--- src/rtl/tpst_pkg.sv ---
// Package for the TCP port scan tracker: sizes, codes, word structs and helpers.
// No dependencies; every other file of the block but tpst_ram imports it.
`timescale 1ns / 1ps
package tpst_pkg;

  localparam int HOSTS      = 64;
  localparam int PORT_SPACE = 65536;
  localparam int COUNT_BITS = 32;

  localparam int HOST_W  = (HOSTS > 1) ? $clog2(HOSTS) : 1;
  localparam int HCNT_W  = $clog2(HOSTS + 1);
  localparam int CNT_W   = COUNT_BITS;
  localparam int DP_W    = 17;
  localparam int PORT_W  = 16;
  localparam int FLAG_W  = 8;
  localparam int ADDR_W  = 64;
  localparam int OUT_CW  = 32;
  localparam int IDX_W   = 6;

  // Port bitmap is stored as rows of 64 bits, one row per 64 ports.
  localparam int ROW_LOG = 6;
  localparam int ROW_W   = 1 << ROW_LOG;
  localparam int RPH     = (PORT_SPACE + ROW_W - 1) / ROW_W;
  localparam int RPH_W   = (RPH > 1) ? $clog2(RPH) : 1;
  localparam int MAP_AW  = HOST_W + RPH_W;
  localparam int MAP_ROWS = 1 << MAP_AW;

  localparam int CFG_IDX_W = 3;
  localparam int CFG_DW    = 64;
  localparam logic [CFG_IDX_W-1:0] CFG_OWN_HI  = 3'd0;
  localparam logic [CFG_IDX_W-1:0] CFG_OWN_LO  = 3'd1;
  localparam logic [CFG_IDX_W-1:0] CFG_OWN_EN  = 3'd2;
  localparam logic [CFG_IDX_W-1:0] CFG_SYN     = 3'd3;
  localparam logic [CFG_IDX_W-1:0] CFG_ACK     = 3'd4;
  localparam logic [CFG_IDX_W-1:0] CFG_FIN     = 3'd5;
  localparam logic [CFG_IDX_W-1:0] CFG_FPU     = 3'd6;
  localparam logic [CFG_IDX_W-1:0] CFG_THR     = 3'd7;

  typedef enum logic [1:0] {
    ST_KNOWN = 2'd0,
    ST_NEW   = 2'd1,
    ST_OWN   = 2'd2,
    ST_FULL  = 2'd3
  } status_t;

  typedef enum logic [1:0] {
    B_CLEAR,
    B_IDLE,
    B_READ
  } b_state_t;

  typedef struct packed {
    logic [ADDR_W-1:0] own_hi;
    logic [ADDR_W-1:0] own_lo;
    logic              own_en;
    logic [FLAG_W-1:0] syn_pat;
    logic [FLAG_W-1:0] ack_pat;
    logic [FLAG_W-1:0] fin_pat;
    logic [FLAG_W-1:0] fpu_pat;
    logic [DP_W-1:0]   thr;
  } cfg_t;

  // Classified word passed from front to back.
  typedef struct packed {
    status_t           status;
    logic [HOST_W-1:0] slot;
    logic [PORT_W-1:0] port;
    logic [FLAG_W-1:0] flags;
  } mid_t;

  typedef struct packed {
    logic [DP_W-1:0]  dp;
    logic [CNT_W-1:0] syn;
    logic [CNT_W-1:0] ack;
    logic [CNT_W-1:0] fin;
    logic [CNT_W-1:0] fpu;
  } host_rec_t;

  typedef struct packed {
    status_t           status;
    logic [IDX_W-1:0]  host_index;
    logic [DP_W-1:0]   distinct_ports;
    logic [OUT_CW-1:0] syn_count;
    logic [OUT_CW-1:0] ack_count;
    logic [OUT_CW-1:0] fin_count;
    logic [OUT_CW-1:0] fpu_count;
    logic              scan_suspected;
    logic              connect_scan;
    logic              half_open_scan;
    logic              fin_scan;
    logic              fpu_scan;
  } res_t;

  function automatic logic [CNT_W-1:0] sat_inc(input logic [CNT_W-1:0] v);
    return (&v) ? v : CNT_W'(v + 1'b1);
  endfunction

  function automatic logic [OUT_CW-1:0] clip32(input logic [CNT_W-1:0] v);
    if (CNT_W > OUT_CW && (v >> OUT_CW) != '0) return '1;
    return OUT_CW'(v);
  endfunction

endpackage

--- src/rtl/tpst_mid_q.sv ---
// Two-word queue between the front end and the back end.
// Depends on tpst_pkg.
`timescale 1ns / 1ps
module tpst_mid_q (
  input  logic           clk,
  input  logic           rst_n,
  input  logic           push,
  input  tpst_pkg::mid_t wdata,
  output logic           full,
  input  logic           pop,
  output logic           empty,
  output tpst_pkg::mid_t head
);
  import tpst_pkg::*;

  mid_t       q_r [2];
  logic       wp_r, rp_r;
  logic [1:0] cnt_r;

  assign full  = (cnt_r == 2'd2);
  assign empty = (cnt_r == 2'd0);
  assign head  = q_r[rp_r];

  always_ff @(posedge clk) begin
    if (!rst_n) begin
      wp_r  <= 1'b0;
      rp_r  <= 1'b0;
      cnt_r <= 2'd0;
    end else begin
      if (push) wp_r <= ~wp_r;
      if (pop)  rp_r <= ~rp_r;
      cnt_r <= 2'(cnt_r + {1'b0, push} - {1'b0, pop});
    end
  end

  always_ff @(posedge clk) begin
    if (push) q_r[wp_r] <= wdata;
  end

endmodule

--- config.mk ---
export PLATFORM = sky130hd
export DESIGN_NAME = tpst_mid_q
export DESIGN_NICKNAME = d
export VERILOG_FILES = /design/src/rtl/tpst_pkg.sv /design/src/rtl/tpst_mid_q.sv
export SDC_FILE = /design/constraint.sdc
export NUM_CORES = 1
export LEC_CHECK = 0
export BUFFER_PORTS_ARGS = -buffer_cell sky130_fd_sc_hd__buf_2
export CORE_UTILIZATION = 47
export DETAILED_ROUTE_END_ITERATION = 12
export PLACE_DENSITY = 0.71
export SYNTH_ARGS = -nofsm -noshare
export SYNTH_HDL_FRONTEND = slang
export SYNTH_SLANG_ARGS = --single-unit
--- constraint.sdc ---
create_clock -name clk -period 2.2 [get_ports clk]
set_input_delay 0 -clock clk [delete_from_list [all_inputs] [get_ports clk]]
set_output_delay 0 -clock clk [all_outputs]
set_load 0.01 [all_outputs]
# After elaboration in Yosys (flattened, before gate mapping)

Memories as Yosys holds them, arrays and structs flattened. A register that Yosys moved wholly into a read port is not among the register bits.
Cells that the tools add are included.

Bits in registers: 4
Bits in writable memories: 64
Word-level logic and storage cells: 14
Memories: 1

$add $sub $neg: 2
Equality and inequality tests: 1
Multiplexer cells: 4
Bitwise operators: 2
Reduce and logical (&&, ||, !) cells: 1

Memory list:

| memory | depth | width | rd ports | clocked after Yosys merged registers in | write ports | RTL line         | RTL |
|---|---|---|---|---|---|---|---|
| q_r    | 2     | 32    | 1        | 1                                       | 1           | tpst_mid_q.sv:16 | `mid_t q_r [2];` |

Operator list:

| operator           | count |
|---|---|
| $mux 1             | 4 |
| $add 2x1->2        | 1 |
| $eq 2x2->1 const B | 1 |
| $logic_not 2->1    | 1 |
| $not 1->1          | 2 |
| $sub 2x1->2        | 1 |

# Logic depth before layout (Yosys ltp)

Depth after elaboration: 3
Depth in mapped cells: 6
Mapped depth without buffers: 6

# Worst setup path before layout

No wires, ideal clock.

Kind: reg2reg
Start point: register wp_r
End point: memory q_r[0][0] (netlist name) (enable)
Arrival: 1.776 ns
Slack: -0.002 ns
Cell stages (with the launch flop): 2
Path buffers: 0
Clock period less this slack: 2.202 ns
Cells stage by stage: dfxtp_1 -> nor2b_1

RTL lines:

| what                   | RTL line         | RTL |
|---|---|---|
| from (decl)            | tpst_mid_q.sv:17 | `logic wp_r, rp_r;` |
| from (signal assigned) | tpst_mid_q.sv:30 | `if (push) wp_r <= ~wp_r;` |
| to (decl)              | tpst_mid_q.sv:16 |  |

Straight into the memory's write port.

==> flow_summary_export.csv <==
group,metric,value,unit
route,routed_wl,4470,µm
synthesis,yosysSeqAreaShare,75.1,%
hold_path,min_path_type,"in2reg",
pwr,finalPower,3.09,mW
pwr,vdd_drop_max,0.474,mV
synthesis,synth_top_family_by_area,"multiplexers",
sta,relSlewSlack,63.7,%
pwr,cellPowerDensity,841,nW/µm²
critical_path,crit_buf_inv,2,
placed_design,hpwl,2820,µm
sta,fmax,594,MHz
cts,cts_inserted_buffers,9,
sta,fin_tns_setup,0,ns
floorplan,die_w,77.7,µm
floorplan,start_util,48.9,%
synthesis,postSynthRegisterBits,69,
final_layout,layout_commonest_cell,"buf_2",
critical_path,critPathRequiredTime,2.20,ns
critical_path,crit_type,"reg2out",
status,outcome,"complete, no violations",
synthesis,synthesis.nets,159,
grt,grt_pass1_wl,7140,µm
route,vias,1430,
cts,insertion_delay,0.33,ns
placed_design,gp_congestion,0.612,
synthesis,synthCells,121,
pwr,p_leak,1.49,nW
grt,grt-ovfl-total,0,
critical_path,cp-end-kind,"primary output",
grt,antenna_found_initial,0,
critical_path,crit_path_cell_trace,"buf_12, mux2_2, buf_2",
route,dr.first_iter.drc_count,58,
floorplan,fp.dieH,77.7,µm
floorplan,num_rows,27,
sta,setup_violations,0,
final_layout,syn2layout_area_growth,36.6,%
synthesis,synth_mux_area_share,17.6,%
cts,clockBufferDepth,2,
final_layout,fill_cells,383,
sta,finalMaxSlewViolations,0,
cts,clock_sinks,69,
grt,grt_pass1_vias,1566,
synthesis,yosys_warnings,0,
floorplan,dieArea,6030,µm²
flow_run,maxCapViolations,0,
synthesis,syn-cell-area,2690,µm²
final_layout,final_cell_mix,"buf_2 (69), edfxtp_1 (64), dlygate4sd3_1 (34)",
grt,groute.usage.overall,16.6,%
synthesis,synth_adder_area_share,0.930,%
cts,cts_root_buf,"clkbuf_8",
synthesis,synth_xor_area_share,1.16,%
floorplan,core-area,5510,µm²
cts,cts_tree,"built",
critical_path,slowest_delay,0.58,ns
synthesis,syn_area_per_cell,22.2,µm²
final_layout,antennaDiodeCount,0,
cts,clk_pin_slew_worst_paths,0.07,ns
floorplan,ios,70,
critical_path,start_kind,"register",
sta,period_minus_slack,1.68,ns
cts,hold_buffers,34,
sta,final.period_utilization,76.6,%
critical_path,cpLargestDelayFamily,"flip-flops",
route,wire_per_inst,14.4,µm
cts,cts_setup_buffers,0,
synthesis,synth_compound_area_share,0.279,%
critical_path,arrival,1.68,ns
sta,finalHoldViolCount,0,
grt,grt_max_degree,33,
sta,worstMarginPinSlew,0.545,ns
route,drc_errors,0,
final_layout,final_net_count,272,
placed_design,io_buffers,69,
synthesis,ys_types,14,
sta,finClkSkew,0.00741,ns
cts,post_cts_resized,0,
route,vias_per_cell,4.60,
cts,htreeDepth,3,
critical_path,critical_path.slowest_cell,"dfxtp_2",
final_layout,drive_above_1_share,50.6,%
route,ant_nets,0,
synthesis,synthSimpleGateAreaFrac,2.00,%
sta,rsz0062_at_grt,"false",
route,firstDrtPassIters,4,
critical_path,worstPathMaxFanout,22,
==> per-stage QoR <==
stage | std cells | hold slack, ns | worst slack [ns] | cell area (µm²) | utilization [%]
finish | 311 | 0.0296 | 0.515 | 3680 | 66.8
global route | 311 | 0.0475 | 0.443 | 3680 | 66.8
CTS | 311 | 0.0224 | 0.489 | 3680 | 66.8
detailed placement | 261 | 0.191 | 0.766 | 3110 | 56.5
global placement | 261 | 0.191 | 0.825 | 3110 | 56.5
floorplan | 121 | 0.0989 | 0.611 | 2690 | -
==> routing by layer <==
layer	up-vias	wire length (µm)	track usage [%]
met4	0	99	9.62
met5	-	0	0
met1	689	1650	16.3
met3	9	263	6.24
li1	690	-	-
met2	42	2450	29.6
==> Yosys cell counts <==
cell	count	area share [%]
and2_1	4	0.93
buf_12	3	2.2
buf_6	1	0.42
dfxtp_1	5	3.7
edfxtp_1	64	71
ha_1	2	0.93
inv_1	2	0.28
mux2_2	2	0.84
mux2_4	30	17
nor2_1	1	0.14
nor2b_1	4	0.93
o21a_1	1	0.28
xnor3_1	1	0.84
xor2_1	1	0.33
==> worst min-delay path: stages <==
cell and delay [ns]:
buf_2 0.12, nor2b_1 0.05, o21a_1 0.16
==> state kept, by name, indices dropped and copies added (netlist names), named ones only <==
| name | cells |
|---|---|
| rp_r | 1 |
| cnt_r | 2 |
| wp_r | 1 |
| q_r | 64 |
==> area by class of cell <==
| cell class | count | area, µm² | share of cell area [%] |
|---|---|---|---|
| Clock buffer | 11 | 141 | 3.84 |
| Clock inverter | 5 | 83.8 | 2.28 |
| Inverter | 2 | 7.51 | 0.204 |
| Multi-Input combinational cell | 46 | 598 | 16.3 |
| Sequential cell | 69 | 2020 | 55.0 |
| Tap cell | 72 | 90.1 | 2.45 |
| Timing Repair Buffer | 106 | 733 | 19.9 |
==> kinds of logic (layout without fill, tap and decap cells) <==
group,Yosys count,after routing
XOR/XNOR,2,2
AND/OR/NAND/NOR,9,9
flip-flops,69,69
adder cells (fa/ha/maj),2,2
buffers and inverters,6,124
AO/OA/AOI/OAI,1,1
multiplexers,32,32
==> worst paths after layout <==
check | start | end | slack [ns] | depth (start not counted)
setup / recovery | register | head[31] | 0.52 | 3
setup reg to reg | wp_r$_SDFFE_PN0P_ | q_r[1][17]$_DFFE_PP_ | 0.76 | 2
hold reg to reg | rp_r$_SDFFE_PN0P_ | register | 0.58 | 2
hold / removal | push | wp_r$_SDFFE_PN0P_ | 0.03 | 3
==> power by group <==
part,total (mW),leakage (nW),internal [mW],switching [mW]
Combinational,0.409,0.739,0.244,0.165
Clock,1.13,0.106,0.671,0.459
Sequential,1.55,0.643,1.52,0.0363
Power figures use the tool's default switching activity.
